**src/sv/swfr_pkg.sv**
```systemverilog
// Shared constants and types of the stop-and-wait frame receiver.
package swfr_pkg;

  // Line codes
  localparam logic [7:0] FLAG_BYTE = 8'h7E;
  localparam logic [7:0] ESC_BYTE  = 8'h7D;
  localparam logic [7:0] ESC_MASK  = 8'h20;
  localparam logic [7:0] CTRL_RR   = 8'h05;
  localparam logic [7:0] CTRL_REJ  = 8'h01;

  // Default frame length limit, both flags included
  localparam int DEF_MAX_FRAME_BYTES = 1024;

  // Reset value of the own address register
  localparam logic [7:0] OWN_ADDR_RESET = 8'h01;

  // Result kinds
  typedef enum logic [2:0] {
    KIND_DATA     = 3'd0,
    KIND_ACCEPT   = 3'd1,
    KIND_DUP      = 3'd2,
    KIND_BCC1     = 3'd3,
    KIND_BCC2     = 3'd4,
    KIND_CTRL     = 3'd5,
    KIND_OVERFLOW = 3'd6
  } kind_t;

  // One result word
  typedef struct packed {
    kind_t      kind;
    logic [7:0] data;
    logic       respond;
    logic [7:0] rsp_ctrl;
    logic [7:0] rsp_check;
    logic       frame_seq;
  } result_t;

endpackage

```
**src/sv/swfr_ifs.sv**
```systemverilog
// Valid/ready channel interfaces for line bytes and for results.
interface swfr_in_if;
  logic       valid;
  logic       ready;
  logic [7:0] rx_byte;

  modport source (output valid, output rx_byte, input ready);
  modport sink   (input valid, input rx_byte, output ready);
endinterface

interface swfr_out_if;
  logic       valid;
  logic       ready;
  logic [2:0] result_kind;
  logic [7:0] data_byte;
  logic       respond;
  logic [7:0] response_control;
  logic [7:0] response_check;
  logic       frame_seq;

  modport source (
    output valid, output result_kind, output data_byte, output respond,
    output response_control, output response_check, output frame_seq,
    input ready
  );
  modport sink (
    input valid, input result_kind, input data_byte, input respond,
    input response_control, input response_check, input frame_seq,
    output ready
  );
endinterface

```
**src/sv/swfr_core.sv**
```systemverilog
// Frame state and per-byte decode: delimiting, header check, destuffing, verdicts.
module swfr_core #(
  parameter int MAX_FRAME_BYTES = swfr_pkg::DEF_MAX_FRAME_BYTES
) (
  input  logic              clk,
  input  logic              rst_n,
  input  logic              step_i,
  input  logic [7:0]        byte_i,
  input  logic [7:0]        own_addr_i,
  output logic              res_vld_o,
  output swfr_pkg::result_t res_o
);
  import swfr_pkg::*;

  localparam int IDX_W = $clog2(MAX_FRAME_BYTES);
  // byte count at which the next non-flag byte overflows the frame
  localparam logic [IDX_W-1:0] OVF_AT = IDX_W'(MAX_FRAME_BYTES - 2);

  typedef enum logic [1:0] {
    CLS_NONE  = 2'd0,
    CLS_INSEQ = 2'd1,
    CLS_DUP   = 2'd2,
    CLS_CTRL  = 2'd3
  } fclass_t;

  logic             in_frame_r, in_frame_nxt;
  logic [IDX_W-1:0] idx_r, idx_nxt;
  logic [7:0]       hdr_addr_r, hdr_addr_nxt;
  logic [7:0]       hdr_ctrl_r, hdr_ctrl_nxt;
  fclass_t          class_r, class_nxt;
  logic             esc_r, esc_nxt;
  logic [7:0]       xor_r, xor_nxt;
  logic [7:0]       held_r, held_nxt;
  logic             held_vld_r, held_vld_nxt;
  logic             exp_seq_r, exp_seq_nxt;

  // Next state and result for one byte
  always_comb begin
    logic [IDX_W-1:0] idx_inc;
    logic [7:0]       d;
    logic             d_vld;
    logic [7:0]       ctl;

    in_frame_nxt = in_frame_r;
    idx_nxt      = idx_r;
    hdr_addr_nxt = hdr_addr_r;
    hdr_ctrl_nxt = hdr_ctrl_r;
    class_nxt    = class_r;
    esc_nxt      = esc_r;
    xor_nxt      = xor_r;
    held_nxt     = held_r;
    held_vld_nxt = held_vld_r;
    exp_seq_nxt  = exp_seq_r;
    res_vld_o    = 1'b0;
    res_o        = '0;
    res_o.kind   = KIND_DATA;
    idx_inc      = idx_r + IDX_W'(1);
    d            = byte_i;
    d_vld        = 1'b0;
    ctl          = 8'h00;

    if (step_i) begin
      if (!in_frame_r) begin
        // hunt for an opening flag
        if (byte_i == FLAG_BYTE) begin
          in_frame_nxt = 1'b1;
          idx_nxt      = '0;
          hdr_addr_nxt = 8'h00;
          hdr_ctrl_nxt = 8'h00;
          class_nxt    = CLS_NONE;
          esc_nxt      = 1'b0;
          xor_nxt      = 8'h00;
          held_nxt     = 8'h00;
          held_vld_nxt = 1'b0;
        end
      end else if (byte_i == FLAG_BYTE) begin
        // closing flag; a flag right after the opener is a fresh opener
        if (idx_r != '0) begin
          in_frame_nxt = 1'b0;
          esc_nxt      = 1'b0;
          res_vld_o    = 1'b1;
          unique case (class_r)
            CLS_NONE: begin
              res_o.kind    = KIND_BCC1;
              res_o.respond = 1'b1;
              ctl           = {1'b0, exp_seq_r, 6'b0} ^ CTRL_REJ;
            end
            CLS_CTRL: begin
              res_o.kind = KIND_CTRL;
              res_o.data = hdr_ctrl_r;
            end
            CLS_DUP: begin
              res_o.kind      = KIND_DUP;
              res_o.respond   = 1'b1;
              res_o.frame_seq = hdr_ctrl_r[6];
              ctl             = {1'b0, exp_seq_r, 6'b0} ^ CTRL_RR;
            end
            CLS_INSEQ: begin
              res_o.respond   = 1'b1;
              res_o.frame_seq = hdr_ctrl_r[6];
              held_vld_nxt    = 1'b0;
              if (held_vld_r && (held_r == xor_r)) begin
                res_o.kind  = KIND_ACCEPT;
                exp_seq_nxt = ~exp_seq_r;
                ctl         = {1'b0, ~exp_seq_r, 6'b0} ^ CTRL_RR;
              end else begin
                res_o.kind = KIND_BCC2;
                ctl        = {1'b0, exp_seq_r, 6'b0} ^ CTRL_REJ;
              end
            end
            default: ;
          endcase
          res_o.rsp_ctrl  = ctl;
          res_o.rsp_check = res_o.respond ? (own_addr_i ^ ctl) : 8'h00;
        end
      end else if (idx_r >= OVF_AT) begin
        // length limit: drop the frame
        in_frame_nxt = 1'b0;
        esc_nxt      = 1'b0;
        held_vld_nxt = 1'b0;
        res_vld_o    = 1'b1;
        res_o.kind   = KIND_OVERFLOW;
      end else begin
        idx_nxt = idx_inc;
        if (idx_inc == IDX_W'(1)) begin
          hdr_addr_nxt = byte_i;
        end else if (idx_inc == IDX_W'(2)) begin
          hdr_ctrl_nxt = byte_i;
        end else if (idx_inc == IDX_W'(3)) begin
          // header check and classification
          if ((hdr_addr_r ^ hdr_ctrl_r) != byte_i) begin
            class_nxt = CLS_NONE;
          end else if (hdr_ctrl_r[0]) begin
            class_nxt = CLS_CTRL;
          end else if (hdr_ctrl_r[7:6] == {1'b0, exp_seq_r}) begin
            class_nxt = CLS_INSEQ;
          end else begin
            class_nxt = CLS_DUP;
          end
        end else if (class_r == CLS_INSEQ) begin
          // destuff
          if (esc_r) begin
            d       = byte_i ^ ESC_MASK;
            d_vld   = 1'b1;
            esc_nxt = 1'b0;
          end else if (byte_i == ESC_BYTE) begin
            esc_nxt = 1'b1;
          end else begin
            d_vld = 1'b1;
          end
          // one-byte delay: the last byte is kept as the BCC2 candidate
          if (d_vld) begin
            held_nxt     = d;
            held_vld_nxt = 1'b1;
            if (held_vld_r) begin
              xor_nxt         = xor_r ^ held_r;
              res_vld_o       = 1'b1;
              res_o.kind      = KIND_DATA;
              res_o.data      = held_r;
              res_o.frame_seq = hdr_ctrl_r[6];
            end
          end
        end
      end
    end
  end

  // State registers
  always_ff @(posedge clk) begin
    if (!rst_n) begin
      in_frame_r <= 1'b0;
      idx_r      <= '0;
      hdr_addr_r <= 8'h00;
      hdr_ctrl_r <= 8'h00;
      class_r    <= CLS_NONE;
      esc_r      <= 1'b0;
      xor_r      <= 8'h00;
      held_r     <= 8'h00;
      held_vld_r <= 1'b0;
      exp_seq_r  <= 1'b0;
    end else begin
      in_frame_r <= in_frame_nxt;
      idx_r      <= idx_nxt;
      hdr_addr_r <= hdr_addr_nxt;
      hdr_ctrl_r <= hdr_ctrl_nxt;
      class_r    <= class_nxt;
      esc_r      <= esc_nxt;
      xor_r      <= xor_nxt;
      held_r     <= held_nxt;
      held_vld_r <= held_vld_nxt;
      exp_seq_r  <= exp_seq_nxt;
    end
  end

endmodule

```
**src/sv/stop_and_wait_frame_receiver.sv**
```systemverilog
// Top level of the stop-and-wait frame receiver.
//
// Usage:
//   in_ch  : one raw line byte per word (valid/ready). Flag 0x7E delimits
//            frames; address, control and BCC1 follow, then for information
//            frames the byte-stuffed payload and BCC2.
//   out_ch : result words (valid/ready): delayed payload bytes, one verdict
//            per closed frame (accepted, duplicate, bcc1/bcc2 error, control
//            frame) with the RR/REJ response fields where due, or an overflow word.
//   cfg_we/cfg_wdata : own address used in response checks; write only
//            while the block is idle.
// Path: a byte accepted lands in the input register; its decode result is
//   registered into the result register once that register is free or being drained.
// Throughput: one byte per cycle; the per-byte decode is a single registered
//   pass, and the input register keeps taking bytes as long as the result
//   register is empty or taken in the same cycle.
// Reset: frame state cleared, expected sequence bit 0, own address 1.
// Stall: when out_ch.ready is low with a result held, the input register
//   fills and in_ch.ready drops until the result word is taken.
module stop_and_wait_frame_receiver #(
  parameter int MAX_FRAME_BYTES = swfr_pkg::DEF_MAX_FRAME_BYTES
) (
  input  logic            clk,
  input  logic            rst_n,
  swfr_in_if.sink         in_ch,
  swfr_out_if.source      out_ch,
  input  logic            cfg_we,
  input  logic [7:0]      cfg_wdata
);
  import swfr_pkg::*;

  logic       s1_vld_r;
  logic [7:0] s1_byte_r;
  logic       adv;
  logic       out_vld_r;
  result_t    out_res_r;
  logic [7:0] own_addr_r;
  logic       res_vld;
  result_t    res;

  // Decode advances when the output register is free or being drained
  assign adv          = s1_vld_r && (!out_vld_r || out_ch.ready);
  assign in_ch.ready  = !s1_vld_r || adv;

  // Config register
  always_ff @(posedge clk) begin
    if (!rst_n) begin
      own_addr_r <= OWN_ADDR_RESET;
    end else if (cfg_we) begin
      own_addr_r <= cfg_wdata;
    end
  end

  // Input register
  always_ff @(posedge clk) begin
    if (!rst_n) begin
      s1_vld_r <= 1'b0;
    end else if (in_ch.ready) begin
      s1_vld_r <= in_ch.valid;
    end
  end

  always_ff @(posedge clk) begin
    if (in_ch.ready && in_ch.valid) begin
      s1_byte_r <= in_ch.rx_byte;
    end
  end

  swfr_core #(
    .MAX_FRAME_BYTES (MAX_FRAME_BYTES)
  ) u_core (
    .clk        (clk),
    .rst_n      (rst_n),
    .step_i     (adv),
    .byte_i     (s1_byte_r),
    .own_addr_i (own_addr_r),
    .res_vld_o  (res_vld),
    .res_o      (res)
  );

  // Result register
  always_ff @(posedge clk) begin
    if (!rst_n) begin
      out_vld_r <= 1'b0;
    end else if (adv && res_vld) begin
      out_vld_r <= 1'b1;
    end else if (out_ch.ready) begin
      out_vld_r <= 1'b0;
    end
  end

  always_ff @(posedge clk) begin
    if (adv && res_vld) begin
      out_res_r <= res;
    end
  end

  assign out_ch.valid            = out_vld_r;
  assign out_ch.result_kind      = out_res_r.kind;
  assign out_ch.data_byte        = out_res_r.data;
  assign out_ch.respond          = out_res_r.respond;
  assign out_ch.response_control = out_res_r.rsp_ctrl;
  assign out_ch.response_check   = out_res_r.rsp_check;
  assign out_ch.frame_seq        = out_res_r.frame_seq;

  // Only verdicts that answer the sender carry a response
  a_respond_kind: assert property (@(posedge clk) disable iff (!rst_n)
    (out_vld_r && out_res_r.respond) |->
      (out_res_r.kind == KIND_ACCEPT || out_res_r.kind == KIND_DUP ||
       out_res_r.kind == KIND_BCC1 || out_res_r.kind == KIND_BCC2))
    else $error("response on a non-verdict result");

  // An accepted frame asks for the opposite sequence bit
  a_accept_toggle: assert property (@(posedge clk) disable iff (!rst_n)
    (out_vld_r && out_res_r.kind == KIND_ACCEPT) |->
      (out_res_r.rsp_ctrl[6] != out_res_r.frame_seq))
    else $error("accept does not advance the sequence bit");

  // Data byte is zero except for payload and control results
  a_data_zero: assert property (@(posedge clk) disable iff (!rst_n)
    (out_vld_r && out_res_r.kind != KIND_DATA && out_res_r.kind != KIND_CTRL) |->
      (out_res_r.data == 8'h00))
    else $error("stray data byte on a verdict");

  // Input backpressure only when both registers are full and the sink stalls
  a_ready_cause: assert property (@(posedge clk) disable iff (!rst_n)
    !in_ch.ready |-> (s1_vld_r && out_vld_r && !out_ch.ready))
    else $error("input stalled without cause");

endmodule

```
**src/flat_wrapper.sv**
```systemverilog
// flat-port wrapper written by rule: the top's interface ports become plain ports
module stop_and_wait_frame_receiver_flat import swfr_pkg::*;
#(
  parameter int MAX_FRAME_BYTES = swfr_pkg::DEF_MAX_FRAME_BYTES
)
  (clk, rst_n, cfg_we, cfg_wdata, in_ch_valid, in_ch_rx_byte, in_ch_ready, out_ch_valid, out_ch_result_kind, out_ch_data_byte, out_ch_respond, out_ch_response_control, out_ch_response_check, out_ch_frame_seq, out_ch_ready);
  swfr_in_if in_ch_i ();
  swfr_out_if out_ch_i ();
  input  logic clk;
  input  logic rst_n;
  input  logic cfg_we;
  input  logic [7:0] cfg_wdata;
  input wire logic [$bits(in_ch_i.valid)-1:0] in_ch_valid;
  input wire logic [$bits(in_ch_i.rx_byte)-1:0] in_ch_rx_byte;
  output wire logic [$bits(in_ch_i.ready)-1:0] in_ch_ready;
  output wire logic [$bits(out_ch_i.valid)-1:0] out_ch_valid;
  output wire logic [$bits(out_ch_i.result_kind)-1:0] out_ch_result_kind;
  output wire logic [$bits(out_ch_i.data_byte)-1:0] out_ch_data_byte;
  output wire logic [$bits(out_ch_i.respond)-1:0] out_ch_respond;
  output wire logic [$bits(out_ch_i.response_control)-1:0] out_ch_response_control;
  output wire logic [$bits(out_ch_i.response_check)-1:0] out_ch_response_check;
  output wire logic [$bits(out_ch_i.frame_seq)-1:0] out_ch_frame_seq;
  input wire logic [$bits(out_ch_i.ready)-1:0] out_ch_ready;
  assign in_ch_i.valid = in_ch_valid;
  assign in_ch_i.rx_byte = in_ch_rx_byte;
  assign in_ch_ready = in_ch_i.ready;
  assign out_ch_valid = out_ch_i.valid;
  assign out_ch_result_kind = out_ch_i.result_kind;
  assign out_ch_data_byte = out_ch_i.data_byte;
  assign out_ch_respond = out_ch_i.respond;
  assign out_ch_response_control = out_ch_i.response_control;
  assign out_ch_response_check = out_ch_i.response_check;
  assign out_ch_frame_seq = out_ch_i.frame_seq;
  assign out_ch_i.ready = out_ch_ready;
  stop_and_wait_frame_receiver #(.MAX_FRAME_BYTES(MAX_FRAME_BYTES)) u_core (.clk(clk), .rst_n(rst_n), .in_ch(in_ch_i), .out_ch(out_ch_i), .cfg_we(cfg_we), .cfg_wdata(cfg_wdata));
endmodule
```
**config.mk**
```make
export PLATFORM = sky130hd
export DESIGN_NAME = stop_and_wait_frame_receiver_flat
export DESIGN_NICKNAME = d
export VERILOG_FILES = /design/src/sv/swfr_pkg.sv /design/src/sv/swfr_ifs.sv /design/src/sv/swfr_core.sv /design/src/sv/stop_and_wait_frame_receiver.sv /design/src/flat_wrapper.sv
export SDC_FILE = /design/constraint.sdc
export NUM_CORES = 1
export LEC_CHECK = 0
export ABC_AREA = 0
export BUFFER_PORTS_ARGS = -buffer_cell sky130_fd_sc_hd__buf_4
export CORE_ASPECT_RATIO = 1.75
export CORE_MARGIN = 2
export CORE_UTILIZATION = 53
export CTS_BUF_LIST = sky130_fd_sc_hd__clkbuf_4
export DETAILED_ROUTE_END_ITERATION = 8
export PLACE_DENSITY = 0.8
export SLEW_MARGIN = 30
export SYNTH_ARGS = -nofsm -noshare
export SYNTH_HDL_FRONTEND = slang
export SYNTH_SLANG_ARGS = --single-unit
export TNS_END_PERCENT = 5
```
**constraint.sdc**
```tcl
create_clock -name clk -period 4 [get_ports clk]
set_input_delay 0.8 -clock clk [delete_from_list [all_inputs] [get_ports clk]]
set_output_delay 0.8 -clock clk [all_outputs]
set_load 0.05 [all_outputs]
```
## Word level (Yosys, flattened, before mapping)

Index checks and enable logic that the tools add are counted.

- Register bits: 95
- Word-level logic and storage cells: 207

- $add $sub $neg: 1
- Equality and inequality tests: 21
- Order comparisons: 1
- Reductions and logical operators: 34
- Bitwise logic cells: 5
- Multiplexer cells: 125

Operator list:

| kind | count |
|---|---|
| two-way mux 8 bit | 40 |
| two-way mux 1 bit | 63 |
| two-way mux 10 bit | 4 |
| two-way mux 29 bit | 1 |
| bitwise XOR 8 bit | 3 |
| one-hot mux 7 bit (3 select lines) | 1 |
| == test 10 x 2 -> 1 bit, second input constant | 2 |
| two-way mux 2 bit | 10 |
| AND reduction 9 bit | 2 |
| == test 8 x 7 -> 1 bit, second input constant | 2 |
| nonzero test 2 bit | 8 |
| AND reduction 7 bit | 2 |
| one-hot mux 3 bit (4 select lines) | 1 |
| AND reduction 6 bit | 2 |
| two-way mux 11 bit | 1 |
| adder 10 x 1 -> 10 bit, second input constant | 1 |
| == test 10 x 1 -> 1 bit, second input constant | 1 |
| >= comparator 10 bit, second input constant | 1 |
| != test 2 bit, second input constant | 5 |
| AND reduction 10 bit | 1 |
| AND reduction 5 bit | 2 |
| nonzero test 10 bit | 1 |
| != test 3 bit, second input constant | 3 |
| == test 8 bit | 1 |
| 18 further kinds | 29 |

## Longest topological paths before layout

Gate-level depths: netlist of the first run.

- Word-level depth: 22
- Gate-level depth with buffers: 10

## Cells and area by module

A second synthesis of the first run with hierarchy kept.

- Cell total of the unflattened synthesis: 476
- Area, all modules: 4794.6 um^2

By module, submodules not included:

| module | sequential area each (um^2) | instances | area each (um^2) | cells an instance |
|---|---|---|---|---|
| swfr_core | 960.9 | 1 | 3281.9 | 400 |
| stop_and_wait_frame_receiver | 1311.3 | 1 | 1512.7 | 76 |

## Worst setup path before layout of the first run

OpenSTA, ideal clock, no wires.

- Path kind: reg2reg
- From: register u_core.u_core.idx_r[0]
- To: register u_core.out_res_r, in the netlist u_core.out_ch.data_byte[0] (enable)
- Slack: 378 ps
- Cell stages (with the launch flop): 7
- Period minus slack after synthesis: 3622 ps
- Path buffers: 0
- Required time: 3559 ps
- Arrival time: 3180 ps
- Cells stage by stage: dfxtp_1 > inv_1 > ha_1 > or3_1 > nand4_1 > a41oi_1 > a211oi_1

- Cells in the longest elaborated chain, start to end: 10
- Elaborated cells between the ends (all ways): 15

Ends and longest elaborated chain:

| what | line | RTL |
|---|---|---|
| start, declared | swfr_core.sv:27 | `logic [IDX_W-1:0] idx_r, idx_nxt;` |
| start signal, assigned | swfr_core.sv:183 | `idx_r <= idx_nxt;` |
| adder 10 x 1 -> 10 bit | swfr_core.sv:57 | `idx_inc = idx_r + IDX_W'(1);` |
| == test 10 x 2 -> 1 bit | swfr_core.sv:129 | `end else if (idx_inc == IDX_W'(3)) begin` |
| two-way mux 1 bit | swfr_core.sv:129 |  |
| two-way mux 1 bit | swfr_core.sv:127 | `end else if (idx_inc == IDX_W'(2)) begin` |
| two-way mux 1 bit | swfr_core.sv:125 | `if (idx_inc == IDX_W'(1)) begin` |
| two-way mux 1 bit | swfr_core.sv:116 | `end else if (idx_r >= OVF_AT) begin` |
| two-way mux 1 bit * | swfr_core.sv:76 | `end else if (byte_i == FLAG_BYTE) begin` |
| two-way mux 1 bit * | swfr_core.sv:63 | `if (!in_frame_r) begin` |
| two-way mux 1 bit * | swfr_core.sv:62 | `if (step_i) begin` |
| logical AND 1 bit * | stop_and_wait_frame_receiver.sv:93 | `if (adv && res_vld) begin` |
| end signal, assigned | stop_and_wait_frame_receiver.sv:94 | `out_res_r <= res;` |
| end, declared | stop_and_wait_frame_receiver.sv:36 | `result_t out_res_r;` |

Every way passes the cells marked *; elsewhere a longest branch is shown, timed or not.
A chain may end at the register's enable or synchronous reset.

## Worst setup path after layout of the first run

- From: register u_core.s1_byte_r[0]
- To: register u_core.u_core.xor_r[4]

- Cells in the longest elaborated chain, start to end: 13
- Elaborated cells between the ends (all ways): 22

Ends and longest elaborated chain:

| what | line | RTL |
|---|---|---|
| start, declared | stop_and_wait_frame_receiver.sv:33 | `logic [7:0] s1_byte_r;` |
| start signal, assigned | stop_and_wait_frame_receiver.sv:65 | `s1_byte_r <= in_ch.rx_byte;` |
| == test 8 x 7 -> 1 bit | swfr_core.sv:146 | `end else if (byte_i == ESC_BYTE) begin` |
| two-way mux 1 bit | swfr_core.sv:146 |  |
| two-way mux 1 bit | swfr_core.sv:142 | `if (esc_r) begin` |
| two-way mux 1 bit | swfr_core.sv:140 | `end else if (class_r == CLS_INSEQ) begin` |
| two-way mux 1 bit | swfr_core.sv:129 |  |
| two-way mux 1 bit | swfr_core.sv:127 |  |
| two-way mux 1 bit | swfr_core.sv:125 |  |
| two-way mux 1 bit | swfr_core.sv:116 |  |
| two-way mux 1 bit | swfr_core.sv:76 |  |
| two-way mux 1 bit | swfr_core.sv:63 |  |
| two-way mux 1 bit | swfr_core.sv:62 |  |
| nonzero test 2 bit (no line) | n/a |  |
| AND reduction 10 bit (no line) * | n/a |  |
| end signal, assigned | swfr_core.sv:188 | `xor_r <= xor_nxt;` |
| end, declared | swfr_core.sv:32 | `logic [7:0] xor_r, xor_nxt;` |

Every way passes the cells marked *; elsewhere a longest branch is shown, timed or not. The select of a mux whose other input is x is not followed.

==> results of run 1 <==
[state kept, by name (all words and copies together), names as in the netlist, 2 cells and up]
| name | cells |
|---|---|
| u_core.u_core.idx_r | 10 |
| u_core.out_ch.data_byte | 8 |
| u_core.out_ch.response_check | 8 |
| u_core.own_addr_r | 8 |
| u_core.s1_byte_r | 8 |
| u_core.u_core.hdr_addr_r | 8 |
| u_core.u_core.hdr_ctrl_r | 8 |
| u_core.u_core.held_r | 8 |
| u_core.u_core.xor_r | 8 |
| u_core.out_ch.response_control | 3 |
| u_core.out_ch.result_kind | 3 |
| u_core.u_core.class_r | 2 |
[worst paths after layout]
path	endpoint	slack, ns	cells past startpoint
worst max-delay path	u_core.u_core.xor_r[4]	1.11	9
worst max register to register	u_core.u_core.xor_r[4]	1.11	9
worst min-delay path	u_core.u_core.hdr_addr_r[6]	0.48	2
worst min register to register	u_core.u_core.hdr_addr_r[6]	0.48	2
[area by class of cell]
class                   instances  area share [%]
clock buffers                   9            1.29
diodes                          1          0.0478
flip-flops and latches         89            39.9
repair buffers                 49            7.02
well taps                     117            2.79
inverters                      19            1.60
clock inverters                 7            1.91
multi-input cells             351            45.4
[layer usage]
metal | vias up | share of wire [%]
met4 | 0 | 4.3
met1 | 1708 | 37
met3 | 35 | 4.0
met2 | 115 | 54
li1 | 1764 | -
met5 | - | 0
[placed cells by master, fill, tap and decap left out, drive strengths merged, types with 2 or more instances in the layout]
cell     count
nand2       64
dfxtp       58
buf         49
mux2i       36
edfxtp      31
nor2        27
a21oi       22
inv         20
xnor2       19
o21ai       19
nor2b       17
nor3        15
and2        14
ha          14
nand3       12
a22oi       10
xor2        10
clkbuf       9
or3          8
or4          7
nand4        7
conb         5
nand2b       3
a2bb2oi      3
and4b        3
and3         3
nor3b        3
a21boi       3
clkinv       3
or2          2
a31o         2
mux2         2
and4         2
a221oi       2
bufinv       2
a211oi       2
o211ai       2
[worst register-to-register path, cell delays in order, from the launching register on]
cell	delay [ns]
edfxtp_1	0.48
and4b_4	0.41
nand2_8	0.10
ha_1	0.23
nor3b_2	0.25
o211ai_4	0.27
a211oi_2	0.26
a21bo_2	0.34
or4_1	0.42
o21ai_1	0.08
[report_power, final]
part | switching [W] | leakage, nW | internal [W]
registers | 0.0000123 | 0.758 | 0.000944
clock network | 0.000331 | 0.0875 | 0.000259
logic | 0.0000387 | 1.04 | 0.0000308
[stage by stage]
stage          area [sq um]  hold WS [ns]  std cells
3_5_place_dp           5070         0.463        625
3_3_place_gp           5070         0.455        625
6_report               5240         0.481        642
5_1_grt                5240         0.477        642
2_1_floorplan          4690         0.442        485
4_1_cts                5240         0.482        641
[cells by family (layout without fill, tap and decap cells)]
kind of cell    count (synthesis)  in the layout
flops                          89             89
compound gates                 75             75
simple gates                  190            190
xor+xnor                       29             29
mux                            38             38
buf+inv                        45             84
fa+ha+maj                      14             14
other cells                     1              6
==> impl_results.md, run 1 <==
* Status: finished, final reports clean
* Die width at between 70 and 80 microns
* GP Congestion at about 0.86
* Max_cap viols at 0
* Drt wl/cell at about 16 microns
* Clock sink count at slightly below 90
* GRT Util Overall at 22.8%
* Final Core Density at 60.8%
* DRT antenna net count at 0
* Synth unique cells at 65
* Req. time, crit path at around 4.4 ns
* Synth Area in Simple Gates at a little over a fifth
* Worst hold path startpoint: u_core.u_core.hdr_addr_r[6]
* Most used routing layer: met2
* Fraction of the yosys area taken by sequential cells at between 40 and 50%
* Pwr Total at roughly 0.0016 W
* CTS tree: yes
* IO Pins at 52
* Fmax at around 350 MHz
* Drt first-iter violations at between 200 and 250
* Row cnt at 45
* Cell with the most instances after synthesis: nand2_1
* Synthesized instance count at between 400 and 500
* Final Skew at between 0.02 and 0.025 ns
* Setup WS pre-CTS at ~1.2 ns
* CP arrival at roughly 3.3 ns
* Root cell of the clock tree: clkbuf_4
* Worst setup SP type: register
* DR pass1 iterations at 6
* CTS max path bufs at 2
* Post-CTS Setup Bufs at 0
* First-pass GRT wire length at 16.7 mm
* Residual DRC at 0
* CP Max Fanout at 22
* Final worst path period need at 2.89 ns
* Slew Limit Fails at 0
* WL final at between 10 and 15 mm
* Setup_tns at 0 ns
* Unrepaired setup endpoints after global routing: no
* Synthesis-to-layout area growth at 12.0%
* Crit Path Class: register to register
* Core Region at between 8000 and 9000 sq um
* Num CTS Buffers at 9
* Crit path cell chain: and4b_4, nand2_8, ha_1, nor3b_2, o211ai_4, a211oi_2, a21bo_2, or4_1, o21ai_1
* # setup viols final at 0
* Compound-cell area share of the yosys netlist at between 10 and 15%
* Synth Register Bits at 89
* Critical path's slowest cell: edfxtp_1
* Met2 usage at approximately 40%
* Post-Synth XOR/XNOR Area at between 5 and 6%
* CTS H-tree depth at 3
* Final-stage net count at approximately 550
* Mapped Avg Cell Area at roughly 9.7 sq um
* Share of cells above drive strength 1 at approximately 17%
* Pleak at 1.89 nW
* R2r startpoint: u_core.s1_byte_r[0]
* Hold Crit Class: register to register
* Sequential cell area at 2090 sq um
* DR vias at 3622
* Area taken by multi-input logic gates at around 2400 sq um
* Overflow after GRT at 0
* Vias in the first global route at ~3500
* Initial antenna violation count at 1
* Delay-heaviest family, CP: simple AND/OR/NAND/NOR gates
* Synth Cell Area at 4680 sq um
* Least-Margin Pin Slew at approximately 1 ns
* Share of the synthesized area in the top cell type at between 20% and 30%
* Final Hold Vio Count at 0
* Post_cts resized at 0
* Die height at between 100 and 150 microns
* Max incr delay on CP at around 0.48 ns
* Buf/Inv on CP at 0
* Crit path launch: u_core.s1_byte_r[0]
* Pwr Density at about 310 nW/um^2
* Die Area at 9620 sq um
* CP Capture Type: register
* Synth Area in Adders at roughly 3.7%
* Hpwl dp at roughly 7.6 mm
* CTS Hold Bufs at 0
* Tcrit/Tclk final at between 70% and 80%
* Via density at approximately 5.6
* Fill cells at 731
* Dominant synthesized flop cell: dfxtp_1
* Yosys warns at 0
* Met1 Use GR at 24.2%
* Port Buffers at 46
* Worst-Skew Late Latency at 0.49 ns
* Synth area leader: dfxtp_1
* Largest net degree at the start of global routing at 61
* Multiplexer share of the synthesized area at between 8 and 9%
* Met3 Use GR at 4.56%
* Main combinational cell family by area after synthesis: simple AND/OR/NAND/NOR gates
* Area contributors post-synth: dfxtp_1 25%, edfxtp_1 20%, mux2i_1 7.7%
* EDFF count, synth at 31
* Slew HR at between 30% and 40%
* Initial core utilization at between 50% and 60%
* Async set-reset flop share out of synthesis at 0%
* Fin worst setup slack at between 1 and 1.5 ns
* Top post-synthesis cells by count: 63 x nand2_1, 58 x dfxtp_1, 36 x mux2i_1, 31 x edfxtp_1, 27 x nor2_1
* Max VDD drop at approximately 0.00025 V
* Worst-path clk slew at about 0.15 ns
Note: power is estimated with default switching activity, not from simulation.
==> run 2: changes to the inputs <==
==> constraint.sdc (replaced) <==
create_clock -name clk -period 2.8 [get_ports clk]
set_input_delay 0.56 -clock clk [delete_from_list [all_inputs] [get_ports clk]]
set_output_delay 0.56 -clock clk [all_outputs]
set_load 0.05 [all_outputs]
==> run 2 against run 1 <==
Compared with the run above:
- maximum frequency up 10%
- clock power up 39%
- critical path depth unchanged
- setup slack worse by 0.94 ns
- clock skew up 0.0011 ns
- first-iteration DRC count up 25%
- combinational power up 48%
- via count down 0.41%
- count of clock-buffer cells in the layout unchanged
- die area unchanged
- critical path type unchanged
- critical endpoint is now u_core.u_core.xor_r[1]
- highest routed layer unchanged
==> impl_results.md, run 2 (synthesis gave the netlist of run 1 again) <==
* Status: finished, final reports clean
* Hold Crit Class: primary input to register
* Crit path launch: u_core.s1_byte_r[7]
* CTS H-tree depth at 3
* Final worst path period need at approximately 2.6 ns
* Initial antenna violation count at 1
* Die height at between 100 and 150 microns
* Die width at ~75 microns
* DR vias at approximately 3600
* Share of cells above drive strength 1 at around 18%
* Via density at approximately 5.6
* Crit Path Class: register to register
* Drt wl/cell at roughly 16 microns
* Worst setup SP type: register
* Clock sink count at approximately 90
* Tcrit/Tclk final at between 90% and 100%
* Row cnt at 45
* CTS tree: yes
* IO Pins at between 50 and 60
* Final-stage net count at 560
* WL final at 10.2 mm
* GRT Util Overall at a little under a quarter
* Worst-path clk slew at about 0.14 ns
* Max_cap viols at 0
* CP Capture Type: register
* Final Skew at roughly 0.024 ns
* First-pass GRT wire length at roughly 17 mm
* Most frequent cells in the layout: 63 x nand2_1, 58 x dfxtp_1, 54 x buf_4
* Slew Limit Fails at 0
* Hold-critical path depth at 1
* # setup viols final at 0
* Port Buffers at 46
* Pwr Total at around 0.0023 W
* Overflow after GRT at 0
* DRT antenna net count at 0
* Least-Margin Pin Slew at 0.589 ns
* CP Max Fanout at 16
* Synthesis-to-layout area growth at 13.4%
* Worst-Skew Late Latency at 0.47 ns
* Max VDD drop at about 0.00033 V
* CTS max path bufs at 2
* Core Region at roughly 8600 sq um
* Fmax at around 380 MHz
* Initial core utilization at 54.3%
* Final Cell Area at about 5300 sq um
* Final Core Density at around three fifths
* Root cell of the clock tree: clkbuf_4
* FF-to-FF path depth at 9
* Die Area at around 9600 sq um
* Largest net degree at the start of global routing at 32
* CTS Hold Bufs at 0
* Pleak at 1.92 nW
* Fin worst setup slack at 0.175 ns
* Req. time, crit path at approximately 3.2 ns
* Fill cells at 713
* Slew HR at 60.4%
* Num CTS Buffers at 9
* Worst hold path startpoint: in_ch_rx_byte[4]
* CP arrival at between 3 and 4 ns
* Hpwl dp at roughly 7.7 mm
* GP Congestion at roughly 0.9
* Dpl cell area at about 5100 sq um
* R2r startpoint: u_core.s1_byte_r[7]
* Setup WS pre-CTS at 0.141 ns
* DR pass1 iterations at 4
* Unrepaired setup endpoints after global routing: no
* Pwr Density at roughly 430 nW/um^2
* Vias in the first global route at roughly 3600
* Residual DRC at 0
* Drt first-iter violations at a little under 300
* Reg with most FFs: u_core.u_core.idx_r
* Setup_tns at 0 ns
* Final Hold Vio Count at 0
* Max reg flops at 10
* Most common cell after layout, fill and taps aside: nand2_1
==> run 2: worst paths after layout <==
kind                                  to  slack [ns]
max reg2reg       u_core.u_core.xor_r[1]        0.17
min reg2reg  u_core.u_core.hdr_addr_r[0]        0.49
max               u_core.u_core.xor_r[1]        0.17
min                  u_core.s1_byte_r[4]        0.28
==> run 2: cell type report <==
class	count	area, sq um	share of cell area (%)
Tap cell	117	146	2.76
Clock buffer	9	67.6	1.27
Multi-Input combinational cell	351	2380	45.0
Timing Repair Buffer	55	425	8.02
Inverter	19	83.8	1.58
Sequential cell	89	2090	39.5
Clock inverter	7	100	1.89
Antenna cell	1	2.50	0.0472
==> run 2: timing repair <==
| item | in CTS | in global routing |
|---|---|---|
| resized for setup | 0 | 1 |
| buffers inserted | 0 | 0 |
| setup endpoints to repair | 0 | 5 |
==> run 2: stage by stage <==
stage	hold WS [ns]	cells
after floorplan	0.442	485
after global placement	0.457	631
after global routing	0.250	648
after CTS	0.252	647
final	0.276	648
after detailed placement	0.467	631
==> run 2: worst max-delay path, cell delays in order, from the launching register on <==
cell	delay [ns]
edfxtp_1	0.44
and4b_4	0.42
nand2_8	0.11
ha_1	0.21
nor3b_2	0.27
o211ai_4	0.12
a211oi_2	0.20
a21bo_4	0.31
or4_1	0.42
o21ai_1	0.08
==> run 2: where the power goes <==
part / switching [W] / total (W) / internal [W] / leakage (nW)
combinational: 0.0000570 / 0.000103 / 0.0000464 / 1.07
clock: 0.000453 / 0.000822 / 0.000369 / 0.0909
sequential: 0.0000144 / 0.00136 / 0.00135 / 0.758
==> run 2: routing by layer <==
metal,wire [microns],part of all wire [%],track usage [%]
met3,334,3.3,3.69
met4,435,4.3,14.7
met1,3770,37,22.8
met5,0,0,0
met2,5660,55,41.1
